==> config.mk <==
export PLATFORM = sky130hd
export DESIGN_NAME = bytes_to_cjk_code_encoder
export DESIGN_NICKNAME = d
export VERILOG_FILES = /design/src/design/b2cjk_pkg.sv /design/src/design/b2cjk_front.sv /design/src/design/b2cjk_queue.sv /design/src/design/b2cjk_back.sv /design/src/design/bytes_to_cjk_code_encoder.sv
export SDC_FILE = /design/constraint.sdc
export NUM_CORES = 1
export LEC_CHECK = 0
export ABC_CLOCK_PERIOD_IN_PS = 19410
export BUFFER_PORTS_ARGS = -buffer_cell sky130_fd_sc_hd__buf_2
export CAP_MARGIN = 15
export CORE_MARGIN = 1.5
export CORE_UTILIZATION = 60
export DETAILED_ROUTE_END_ITERATION = 10
export PLACE_DENSITY = 0.76
export SYNTH_ARGS = -nofsm -noshare
export SYNTH_HDL_FRONTEND = slang
export SYNTH_SLANG_ARGS = --single-unit
==> constraint.sdc <==
create_clock -name clk_i -period 19.41 [get_ports clk_i]
set_input_delay 1.941 -clock clk_i [delete_from_list [all_inputs] [get_ports clk_i]]
set_output_delay 1.941 -clock clk_i [all_outputs]
set_load 0.005 [all_outputs]
==> src/design/b2cjk_pkg.sv <==
// ----------------------------------------------------------------------------
// b2cjk_pkg
// Shared types, constants and helper functions of the byte to CJK code encoder.
// ----------------------------------------------------------------------------
package b2cjk_pkg;

  localparam int unsigned ByteW      = 8;
  localparam int unsigned CodeW      = 16;
  localparam int unsigned ValW       = 14;
  localparam int unsigned GroupBytes = 7;
  localparam int unsigned GroupW     = GroupBytes * ByteW;
  localparam int unsigned AccW       = (GroupBytes - 1) * ByteW;
  localparam int unsigned CntW       = 3;
  localparam int unsigned IdxW       = 2;
  localparam int unsigned CfgIdxW    = 1;
  localparam int unsigned QueueDepth = 2;

  localparam logic [CodeW-1:0] CodeBaseRst = 16'h4E33;
  localparam logic [CodeW-1:0] NullCodeRst = 16'h4E00;

  typedef enum logic [CfgIdxW-1:0] {
    CFG_CODE_BASE = 1'b0,
    CFG_NULL_CODE = 1'b1
  } cfg_idx_e;

  typedef struct packed {
    logic [GroupW-1:0] data;
    logic [CntW-1:0]   nbytes;
    logic [CntW-1:0]   ncodes;
    logic              full;
  } grp_t;

  // codes produced by a group of nbytes bytes
  function automatic logic [CntW-1:0] codes_for(input logic [CntW-1:0] nbytes);
    logic [CntW-1:0] n;
    case (nbytes)
      3'd1:    n = 3'd1;
      3'd2:    n = 3'd2;
      3'd3:    n = 3'd2;
      3'd4:    n = 3'd3;
      3'd5:    n = 3'd3;
      3'd6:    n = 3'd4;
      default: n = 3'd4;
    endcase
    return n;
  endfunction

  // a zero value at idx is a real zero when this is below the byte count
  function automatic logic [CntW-1:0] zero_limit(input logic [IdxW-1:0] idx);
    logic [CntW-1:0] l;
    case (idx)
      2'd0:    l = 3'd1;
      2'd1:    l = 3'd2;
      2'd2:    l = 3'd4;
      2'd3:    l = 3'd6;
      default: l = 3'd6;
    endcase
    return l;
  endfunction

endpackage

==> src/design/b2cjk_front.sv <==
// ----------------------------------------------------------------------------
// b2cjk_front
// Packs input bytes into a group and hands complete or final groups to the
// queue.
// ----------------------------------------------------------------------------
module b2cjk_front (
  input  logic                              clk_i,
  input  logic                              rst_ni,
  input  logic                              in_valid_i,
  output logic                              in_stall_o,
  input  logic [b2cjk_pkg::ByteW-1:0]       data_byte_i,
  input  logic                              is_final_i,
  input  logic                              q_full_i,
  output logic                              q_push_o,
  output b2cjk_pkg::grp_t                   q_data_o
);

  logic [b2cjk_pkg::AccW-1:0]   acc_q, acc_d;
  logic [b2cjk_pkg::CntW-1:0]   held_q, held_d;
  logic [b2cjk_pkg::CntW-1:0]   count;
  logic [b2cjk_pkg::GroupW-1:0] group;
  logic                         accept;
  logic                         full_grp;

  assign in_stall_o = q_full_i;
  assign accept     = in_valid_i && !q_full_i;
  assign count      = held_q + 3'd1;
  assign full_grp   = (count == b2cjk_pkg::CntW'(b2cjk_pkg::GroupBytes));

  always_comb begin
    for (int k = 0; k < int'(b2cjk_pkg::GroupBytes); k++) begin
      if (held_q == b2cjk_pkg::CntW'(k)) begin
        group[k*b2cjk_pkg::ByteW +: b2cjk_pkg::ByteW] = data_byte_i;
      end else if (k < int'(b2cjk_pkg::GroupBytes) - 1) begin
        group[k*b2cjk_pkg::ByteW +: b2cjk_pkg::ByteW] =
          acc_q[k*b2cjk_pkg::ByteW +: b2cjk_pkg::ByteW];
      end else begin
        group[k*b2cjk_pkg::ByteW +: b2cjk_pkg::ByteW] = '0;
      end
    end
  end

  assign q_push_o        = accept && (full_grp || is_final_i);
  assign q_data_o.data   = group;
  assign q_data_o.nbytes = count;
  assign q_data_o.ncodes = b2cjk_pkg::codes_for(count);
  assign q_data_o.full   = full_grp;

  always_comb begin
    acc_d  = acc_q;
    held_d = held_q;
    if (accept) begin
      if (full_grp || is_final_i) begin
        acc_d  = '0;
        held_d = '0;
      end else begin
        acc_d  = group[b2cjk_pkg::AccW-1:0];
        held_d = count;
      end
    end
  end

  always_ff @(posedge clk_i or negedge rst_ni) begin
    if (!rst_ni) begin
      acc_q  <= '0;
      held_q <= '0;
    end else begin
      acc_q  <= acc_d;
      held_q <= held_d;
    end
  end

endmodule

==> src/design/b2cjk_queue.sv <==
// ----------------------------------------------------------------------------
// b2cjk_queue
// Small FIFO of packed groups between the front and the back.
// ----------------------------------------------------------------------------
module b2cjk_queue #(
  parameter int unsigned Depth = b2cjk_pkg::QueueDepth
) (
  input  logic            clk_i,
  input  logic            rst_ni,
  input  logic            push_i,
  input  b2cjk_pkg::grp_t data_i,
  output logic            full_o,
  input  logic            pop_i,
  output b2cjk_pkg::grp_t data_o,
  output logic            empty_o
);

  localparam int unsigned PtrW = (Depth > 1) ? $clog2(Depth) : 1;
  localparam int unsigned CntW = $clog2(Depth + 1);

  b2cjk_pkg::grp_t mem_q [Depth];
  logic [PtrW-1:0] wr_q, wr_d, rd_q, rd_d;
  logic [CntW-1:0] cnt_q, cnt_d;
  logic            do_push, do_pop;

  assign full_o  = (cnt_q == CntW'(Depth));
  assign empty_o = (cnt_q == '0);
  assign do_push = push_i && !full_o;
  assign do_pop  = pop_i && !empty_o;
  assign data_o  = mem_q[rd_q];

  always_comb begin
    wr_d  = wr_q;
    rd_d  = rd_q;
    cnt_d = cnt_q;
    if (do_push) begin
      wr_d = (wr_q == PtrW'(Depth - 1)) ? '0 : wr_q + PtrW'(1);
    end
    if (do_pop) begin
      rd_d = (rd_q == PtrW'(Depth - 1)) ? '0 : rd_q + PtrW'(1);
    end
    if (do_push && !do_pop) begin
      cnt_d = cnt_q + CntW'(1);
    end else if (do_pop && !do_push) begin
      cnt_d = cnt_q - CntW'(1);
    end
  end

  always_ff @(posedge clk_i) begin
    if (do_push) begin
      mem_q[wr_q] <= data_i;
    end
  end

  always_ff @(posedge clk_i or negedge rst_ni) begin
    if (!rst_ni) begin
      wr_q  <= '0;
      rd_q  <= '0;
      cnt_q <= '0;
    end else begin
      wr_q  <= wr_d;
      rd_q  <= rd_d;
      cnt_q <= cnt_d;
    end
  end

endmodule

==> src/design/b2cjk_back.sv <==
// ----------------------------------------------------------------------------
// b2cjk_back
// Takes groups from the queue and emits one code per cycle into the output
// register unless the output stalls. Holds the configuration registers.
// ----------------------------------------------------------------------------
module b2cjk_back (
  input  logic                               clk_i,
  input  logic                               rst_ni,
  input  logic                               cfg_we_i,
  input  logic [b2cjk_pkg::CfgIdxW-1:0]      cfg_idx_i,
  input  logic [b2cjk_pkg::CodeW-1:0]        cfg_data_i,
  input  logic                               q_empty_i,
  input  b2cjk_pkg::grp_t                    q_data_i,
  output logic                               q_pop_o,
  output logic                               out_valid_o,
  input  logic                               out_stall_i,
  output logic [b2cjk_pkg::CodeW-1:0]        code_o,
  output logic                               end_of_run_o
);

  logic [b2cjk_pkg::CodeW-1:0] base_q, null_q;
  b2cjk_pkg::grp_t             ent_q, ent_d;
  logic                        busy_q, busy_d;
  logic [b2cjk_pkg::IdxW-1:0]  idx_q, idx_d;
  logic                        oval_q, oval_d;
  logic [b2cjk_pkg::CodeW-1:0] code_q, code_d;
  logic                        end_q, end_d;
  logic                        advance, last, load;
  logic [b2cjk_pkg::ValW-1:0]  val;

  assign advance = busy_q && (!oval_q || !out_stall_i);
  assign last    = ({1'b0, idx_q} + 3'd1) == ent_q.ncodes;
  assign load    = !q_empty_i && (!busy_q || (advance && last));
  assign q_pop_o = load;

  always_comb begin
    case (idx_q)
      2'd0:    val = ent_q.data[0*b2cjk_pkg::ValW +: b2cjk_pkg::ValW];
      2'd1:    val = ent_q.data[1*b2cjk_pkg::ValW +: b2cjk_pkg::ValW];
      2'd2:    val = ent_q.data[2*b2cjk_pkg::ValW +: b2cjk_pkg::ValW];
      2'd3:    val = ent_q.data[3*b2cjk_pkg::ValW +: b2cjk_pkg::ValW];
      default: val = '0;
    endcase
  end

  always_comb begin
    ent_d  = ent_q;
    busy_d = busy_q;
    idx_d  = idx_q;
    if (load) begin
      ent_d  = q_data_i;
      busy_d = 1'b1;
      idx_d  = '0;
    end else if (advance) begin
      if (last) begin
        busy_d = 1'b0;
      end else begin
        idx_d = idx_q + b2cjk_pkg::IdxW'(1);
      end
    end
  end

  always_comb begin
    oval_d = oval_q;
    code_d = code_q;
    end_d  = end_q;
    if (advance) begin
      oval_d = 1'b1;
      end_d  = last;
      if (val != '0 || ent_q.full || b2cjk_pkg::zero_limit(idx_q) < ent_q.nbytes) begin
        code_d = base_q + {2'b00, val};
      end else begin
        code_d = null_q;
      end
    end else if (!out_stall_i) begin
      oval_d = 1'b0;
    end
  end

  always_ff @(posedge clk_i or negedge rst_ni) begin
    if (!rst_ni) begin
      base_q <= b2cjk_pkg::CodeBaseRst;
      null_q <= b2cjk_pkg::NullCodeRst;
    end else if (cfg_we_i) begin
      case (b2cjk_pkg::cfg_idx_e'(cfg_idx_i))
        b2cjk_pkg::CFG_CODE_BASE: base_q <= cfg_data_i;
        b2cjk_pkg::CFG_NULL_CODE: null_q <= cfg_data_i;
        default: ;
      endcase
    end
  end

  always_ff @(posedge clk_i or negedge rst_ni) begin
    if (!rst_ni) begin
      busy_q <= 1'b0;
      idx_q  <= '0;
      oval_q <= 1'b0;
    end else begin
      busy_q <= busy_d;
      idx_q  <= idx_d;
      oval_q <= oval_d;
    end
  end

  always_ff @(posedge clk_i) begin
    ent_q  <= ent_d;
    code_q <= code_d;
    end_q  <= end_d;
  end

  assign out_valid_o  = oval_q;
  assign code_o       = code_q;
  assign end_of_run_o = end_q;

endmodule

==> src/design/bytes_to_cjk_code_encoder.sv <==
// ----------------------------------------------------------------------------
// bytes_to_cjk_code_encoder
// Base16384-style encoder: bytes in, 16-bit character codes out.
// ----------------------------------------------------------------------------
// Input channel: one byte per word with is_final marking the last byte of a
// stream. Output channel: one code per word, end_of_run set on the last code
// caused by an input byte. Both use valid/stall.
// Seven bytes form a group that yields four codes; a final byte closing a
// partial group of 1..6 bytes yields 1..4 codes. Other bytes yield nothing.
// Bytes are taken at one per cycle while the group queue has room. The back
// end emits one code per cycle, so seven bytes (four codes) sustain the full
// input rate. A closed group passes the queue and the back end's group
// register before its first code is registered in the output register.
// A stall on the output holds the output register; the back end stops, the
// queue fills and then the input stalls.
// Reset clears the partial group, the queue and the output valid flag and
// loads code_base = 0x4E33, null_code = 0x4E00. cfg_idx 0 writes code_base,
// 1 writes null_code; write only while the block is idle.
// ----------------------------------------------------------------------------
module bytes_to_cjk_code_encoder #(
  parameter int unsigned QueueDepth = b2cjk_pkg::QueueDepth
) (
  input  logic                               clk_i,
  input  logic                               rst_ni,
  input  logic                               cfg_we_i,
  input  logic [b2cjk_pkg::CfgIdxW-1:0]      cfg_idx_i,
  input  logic [b2cjk_pkg::CodeW-1:0]        cfg_data_i,
  input  logic                               in_valid_i,
  output logic                               in_stall_o,
  input  logic [b2cjk_pkg::ByteW-1:0]        data_byte_i,
  input  logic                               is_final_i,
  output logic                               out_valid_o,
  input  logic                               out_stall_i,
  output logic [b2cjk_pkg::CodeW-1:0]        code_o,
  output logic                               end_of_run_o
);

  b2cjk_pkg::grp_t push_data, pop_data;
  logic            push, pop, q_full, q_empty;

  b2cjk_front u_front (
    .clk_i       (clk_i),
    .rst_ni      (rst_ni),
    .in_valid_i  (in_valid_i),
    .in_stall_o  (in_stall_o),
    .data_byte_i (data_byte_i),
    .is_final_i  (is_final_i),
    .q_full_i    (q_full),
    .q_push_o    (push),
    .q_data_o    (push_data)
  );

  b2cjk_queue #(
    .Depth (QueueDepth)
  ) u_queue (
    .clk_i   (clk_i),
    .rst_ni  (rst_ni),
    .push_i  (push),
    .data_i  (push_data),
    .full_o  (q_full),
    .pop_i   (pop),
    .data_o  (pop_data),
    .empty_o (q_empty)
  );

  b2cjk_back u_back (
    .clk_i        (clk_i),
    .rst_ni       (rst_ni),
    .cfg_we_i     (cfg_we_i),
    .cfg_idx_i    (cfg_idx_i),
    .cfg_data_i   (cfg_data_i),
    .q_empty_i    (q_empty),
    .q_data_i     (pop_data),
    .q_pop_o      (pop),
    .out_valid_o  (out_valid_o),
    .out_stall_i  (out_stall_i),
    .code_o       (code_o),
    .end_of_run_o (end_of_run_o)
  );

endmodule

* Word level (Yosys, flattened, before mapping) *
Memories as Yosys holds them, arrays and structs flattened. A register that Yosys moved wholly into a read port is not among the register bits.
Cells that the tools add are included.

word-level totals
  register bits = 108
  bits in writable memories = 126
  input port bits = 31
  output and inout bits = 19
  logic and storage cells = 104
  memories kept = 1

cells by class
  $add $sub $neg = 8
  magnitude comparators = 1
  eq/ne operators = 19
  muxes and demuxes = 28
  bitwise operators = 1
  reduce and logical (&&, ||, !) cells = 34

memories
  name           words  bits a word  rd ports  clocked after memory_dff  write ports  line               text
  u_queue.mem_q  2      63           1         1                         1            b2cjk_queue.sv:21  b2cjk_pkg::grp_t mem_q [Depth];

operators with widths
  operator                                       number
  two-way mux 8 bit                              7
  case mux 14 bit (4 select lines)               1
  two-way mux 48 bit                             1
  == test 3 bit, second input constant           6
  adder 16 x 14 -> 16 bit                        1
  two-way mux 16 bit                             1
  nonzero test 14 bit                            1
  == test 3 x 2 -> 1 bit, second input constant  4
  case mux 3 bit (4 select lines)                1
  two-way mux 2 bit                              5
  logical AND 1 bit                              9
  two-way mux 1 bit                              9
  case mux 3 bit (3 select lines)                1
  AND reduction 2 bit                            4
  zero test 1 bit                                7
  == test 2 bit, second input constant           3
  == test 3 x 1 -> 1 bit, second input constant  2
  two-way mux 3 bit                              2
  nonzero test 2 bit                             3
  logical OR 1 bit                               5
  adder 2 x 1 -> 2 bit, second input constant    2
  zero test 2 bit                                2
  OR reduction 2 bit                             2
  adder 2 x 1 -> 3 bit, second input constant    1
  other kinds (10)                               11

* Depth between registers and ports, before layout *
  word-level depth = 10
  depth in mapped cells = 16
  depth with buffers taken out = 12

* By module *
A second synthesis with hierarchy kept.

unflattened totals
  cells, all modules = 852
  area total of the unflattened synthesis = 13,349.1 um^2

by module, submodules not included
  module       times used  cells each  area each (um^2)  seq. area each (um^2)
  b2cjk_back   1           371         5,362.6           3,318.2
  b2cjk_queue  1           215         5,042.3           3,883.7
  b2cjk_front  1           266         2,944.1           1,276.2

* Worst setup path before layout *
Ideal clock, no wire load.

  path kind = input -> register
  start point = input in_valid_i
  end point = memory u_queue.mem_q[0][0] in the netlist's numbering, enable pin
  library setup time = 0.561 ns
  arrival time = 6.783 ns
  required time = 18.849 ns
  path slack = 12.065 ns
  stages on the path = 4
  buffers on the path = 2
  cell sequence = clkbuf_1 nand2_1 clkbuf_1 nor3_1

between the ends
  word-level cells in the longest chain between the ends = 5

ends and longest elaborated chain
  element                                  line                             text
  from (decl)                              bytes_to_cjk_code_encoder.sv:28  input logic in_valid_i,
  logical AND 1 bit                        b2cjk_front.sv:26                assign accept = in_valid_i && !q_full_i;
  logical AND 1 bit                        b2cjk_front.sv:43                assign q_push_o = accept && (full_grp || is_final_i);
  logical AND 1 bit                        b2cjk_queue.sv:28                assign do_push = push_i && !full_o;
  two-way mux 1 bit                        b2cjk_queue.sv:50                if (do_push) begin
  two-way mux 1 bit (not written as such)  b2cjk_queue.sv:51                mem_q[wr_q] <= data_i;
  to (decl)                                b2cjk_queue.sv:21

No other way between the ends.

* Final worst setup path *
  start point = input in_valid_i
  end point = memory u_queue.mem_q[1][21] in the netlist's numbering, enable pin

between the ends
  word-level cells in the longest chain between the ends = 5

ends and longest elaborated chain
  element                                  line               text
  logical AND 1 bit                        b2cjk_front.sv:26
  logical AND 1 bit                        b2cjk_front.sv:43
  logical AND 1 bit                        b2cjk_queue.sv:28
  named net u_queue.do_push                b2cjk_queue.sv:24  logic do_push, do_pop;
  two-way mux 1 bit                        b2cjk_queue.sv:50
  two-way mux 1 bit (not written as such)  b2cjk_queue.sv:51

The timed path passes the listed nets, and every way through them passes these cells.

==> summary.md <==
| Metric | Value |
|---|---|
| Via count of the first global-routing pass | `7299` |
| Required time at the endpoint of the critical path | `19.59 ns` |
| Non-filler cells, final | `1183` |
| Category of the worst setup path capture point | `flop` |
| Antenna violations before repair | `0` |
| Start-to-end type of the worst setup path | `primary input to flop` |
| Area of the placeable core | `21100 um2` |
| Placed cells | `1127` |
| Total vias in the final route | `7196` |
| Result of the run | `completed` |
| Final Routed Wirelength | `25200 um` |
| Number of antenna-violating nets in the routed design | `0` |
| Die span in x | `150 um` |
| Global-route usage over all layers | `22.9%` |
| Count leader, synth | `sky130_fd_sc_hd__edfxtp_1` |
| Post-CTS setup buffer count | `0` |
| Highest ir drop seen on vdd | `0.0827 mV` |
| Critical Path, Cell by Cell | `buf_2, buf_4, nand2_1, buf_4, nor2_1, and2_2, buf_4` |
| Number of levels the H-tree was split into | `1` |
| Final setup TNS | `0 ns` |
| Total power density per cell area | `168 nW/um2` |
| Area grow syn2layout | `12.0%` |
| Detailed-route wire length per cell | `21.3 um` |
| Cell types with the largest area share after synthesis | `sky130_fd_sc_hd__edfxtp_1 (48%), sky130_fd_sc_hd__dfrtp_1 (15%), sky130_fd_sc_hd__mux2_2 (13%)` |
| Ratio of final minimum period to clock period | `22.5%` |
| Largest fanout on the critical path | `63` |
| Area enclosed by the die boundary | `22400 um2` |
| Overall power consumption | `2440 uW` |
| Class of the tightest hold or removal check | `flop to flop` |
| Initial drt markers | `595` |
| # resized after CTS | `0` |
| Leakage power | `0.00603 uW` |
| Top-area cell type share of the netlist area | `47.8%` |
| Startpoint Class | `primary input` |
| RSZ-0062 raised after global routing | `false` |
| Transition at the pin with the smallest max-transition slack | `1.19 ns` |
| Share of the yosys chip area belonging to registers | `65.6%` |
| Buffer depth of the longest clock path | `3` |
| Proportion of synthesized flip-flops having asynchronous set or reset | `30.6%` |
| Routability-driven placement congestion ratio | `0.857` |
| Clock period minus worst slack | `4.38 ns` |
| Number of port buffers | `49` |
| Largest net degree at the start of global routing | `67` |
| Synthesized area per cell | `15.4 um2` |
| Synth Register Bits | `297` |
| Worst setup skew after layout | `0.00831 ns` |
| Top flip-flop cell by instance count after synthesis | `sky130_fd_sc_hd__edfxtp_1` |
| Number of enable-type register cells in the synthesized netlist | `206` |
| Yosys warning total | `0` |
| Num ports | `50` |
| Inserted Clock Buffers | `30` |
| Cell count after synthesis | `840` |
| Std-Cell Rows | `53` |
| First-pass GRT wire length | `39400 um` |
| Filler instances | `1361` |
| Most numerous cell on the critical path | `sky130_fd_sc_hd__buf_4` |
| Hold WS | `0.505 ns` |
| Final setup violation count | `0` |
| Clock sink count | `297` |
| CTS tree | `yes` |
| Arrival time at the worst endpoint | `4.56 ns` |
| Remaining Overflow, GRT | `0` |
| Initial Util | `61.3%` |
| Maximum clock frequency | `229 MHz` |
| Ant. Diodes | `0` |
| Delay-heaviest family, CP | `buffers and inverters` |
| First drt pass iteration count | `5` |
| Biggest area consumer among synthesized cells | `sky130_fd_sc_hd__edfxtp_1` |
| Clock root cell | `sky130_fd_sc_hd__clkbuf_16` |
| Die outline height | `150 um` |
| Final count of hold timing violations | `0` |
| Clock latency on the worst-skew pair | `0.55 ns` |
| Mapped Nets | `899` |
| Vias per cell | `6.08` |
| Clock-pin transition on the worst setup and hold timing paths | `0.06 ns` |
| CP max-delay cell | `sky130_fd_sc_hd__buf_4` |
| Most numerous cell types in the synthesized netlist | `sky130_fd_sc_hd__edfxtp_1 (206), sky130_fd_sc_hd__mux2_2 (149), sky130_fd_sc_hd__dfrtp_1 (79)` |
| Nets | `943` |
| Slew margin rel. | `20.5%` |
| Max Cap Violations | `0` |
| Share of post-route cells with drive strength above 1 | `32.0%` |
| Sequential cell area | `8480 um2` |
| Number of buffers inserted by hold repair at cts | `0` |
| Buffers & Inverters on Critical Path | `4` |
| HPWL reported at the end of detailed placement | `16500 um` |
| Final core occ | `68.7%` |
| DR DRC count | `0` |
| Library cells used by synthesis | `52` |
| Footprint of the multi-input gates | `4190 um2` |
| Final slew viol count | `0` |
| Slowest stage delay, CP | `0.61 ns` |
| Summed instance area of the synthesized netlist | `12900 um2` |
## worst register-to-register path: stages (launching register included)
cell and delay [ns]:
sky130_fd_sc_hd__dfrtp_1 0.46, sky130_fd_sc_hd__inv_1 0.10, sky130_fd_sc_hd__ha_1 0.45, sky130_fd_sc_hd__a222oi_1 0.58
sky130_fd_sc_hd__a21boi_0 0.31, sky130_fd_sc_hd__fa_1 0.50, sky130_fd_sc_hd__a21oi_1 0.17, sky130_fd_sc_hd__o21ai_0 0.20
sky130_fd_sc_hd__o22ai_1 0.42, sky130_fd_sc_hd__o221ai_1 0.24, sky130_fd_sc_hd__xor2_1 0.18, sky130_fd_sc_hd__mux2_4 0.26
## sequential cells by signal, indices dropped and copies added, names as in the netlist
| name | flops |
|---|---|
| u_queue.mem_q | 126 |
| u_back.ent_q | 63 |
| u_front.acc_q | 48 |
| u_back.base_q | 16 |
| u_back.code_o | 16 |
| u_back.null_q | 16 |
| u_front.held_q | 3 |
| u_back.idx_q | 2 |
| u_queue.cnt_q | 2 |
| u_back.busy_q | 1 |
| u_back.end_of_run_o | 1 |
| u_back.out_valid_o | 1 |
| u_queue.rd_q | 1 |
| u_queue.wr_q | 1 |
## routing by layer
layer	up-vias	GRT usage, %	wire, um
li1	3300	-	-
met5	-	0	0
met2	217	37.7	12100
met4	0	6.72	620
met1	3631	32.0	11000
met3	48	3.41	1390
## layout by cell type, fill, tap and decap left out, types with 3 or more instances in the layout
cell type,instances
sky130_fd_sc_hd__inv_6,3
sky130_fd_sc_hd__xnor2_1,9
sky130_fd_sc_hd__mux2_4,10
sky130_fd_sc_hd__and3_1,10
sky130_fd_sc_hd__a21oi_1,23
sky130_fd_sc_hd__nand2_1,22
sky130_fd_sc_hd__nand4_1,4
sky130_fd_sc_hd__dfstp_2,12
sky130_fd_sc_hd__buf_2,48
sky130_fd_sc_hd__clkinv_2,4
sky130_fd_sc_hd__mux2i_1,4
sky130_fd_sc_hd__nor2_1,27
sky130_fd_sc_hd__inv_1,25
sky130_fd_sc_hd__nand2b_1,3
sky130_fd_sc_hd__xor2_1,10
sky130_fd_sc_hd__nor2b_1,4
sky130_fd_sc_hd__nor3_1,4
sky130_fd_sc_hd__buf_4,9
sky130_fd_sc_hd__a41o_1,48
sky130_fd_sc_hd__nand3_1,8
sky130_fd_sc_hd__dfrtp_1,78
sky130_fd_sc_hd__edfxtp_1,206
sky130_fd_sc_hd__o21ai_0,11
sky130_fd_sc_hd__bufinv_16,5
sky130_fd_sc_hd__clkinvlp_4,4
sky130_fd_sc_hd__clkbuf_16,31
sky130_fd_sc_hd__clkbuf_1,4
sky130_fd_sc_hd__and2_1,49
sky130_fd_sc_hd__a222oi_1,13
sky130_fd_sc_hd__ha_1,27
sky130_fd_sc_hd__mux2_2,149
## power breakdown
part / switching (uW) / internal (uW) / total (uW)
clock network: 237 / 368 / 605
logic: 486 / 387 / 873
registers: 55.3 / 902 / 957
## area by class of cell
| cell class | instances | area share (%) |
|---|---|---|
| timing repair buffer | 57 | 2.13 |
| clock inverter | 19 | 1.71 |
| sequential | 297 | 58.6 |
| tap | 275 | 2.38 |
| inverter | 26 | 0.674 |
| clock buffer | 37 | 5.65 |
| multi-input combinational | 472 | 28.9 |
## kinds of logic (layout without fill, tap and decap cells)
kind of cell             after synthesis  count (layout)  share of synthesized area, %
AO/OA/AOI/OAI                        119             119                          7.66
XOR/XNOR                              19              19                          1.29
adder cells (fa/ha/maj)               28              28                          2.77
buffers and inverters                 71             139                          2.26
flip-flops                           297             297                          65.6
multiplexers                         163             163                          14.4
AND/OR/NAND/NOR                      143             143                          6.00
## stage by stage
step           area, um2  setup WS, ns
2_1_floorplan      12900         12.07
3_3_place_gp       13400         14.65
3_5_place_dp       13400         14.50
4_1_cts            14500         15.05
5_1_grt            14500         14.80
6_report           14500         15.03
## final timing paths
path	slack (ns)	cells after the start	start	to
setup / recovery	15.03	7	in_valid_i	u_queue.mem_q[1][21]$_DFFE_PP_
hold / removal	0.50	1	u_back.null_q[1]$_DFFE_PN0P_	u_back.null_q[1]$_DFFE_PN0P_
setup reg to reg	15.28	11	u_back.idx_q[0]$_DFFE_PN0P_	u_back.code_o[14]$_DFFE_PP_
hold reg to reg	0.50	1	u_back.null_q[1]$_DFFE_PN0P_	u_back.null_q[1]$_DFFE_PN0P_
max in group asynchronous	16.95	2	rst_ni	u_front.acc_q[3]$_DFFE_PN0P_
min in group asynchronous	1.33	1	rst_ni	u_back.null_q[13]$_DFFE_PN0P_
Power figures use the tool's default switching activity.
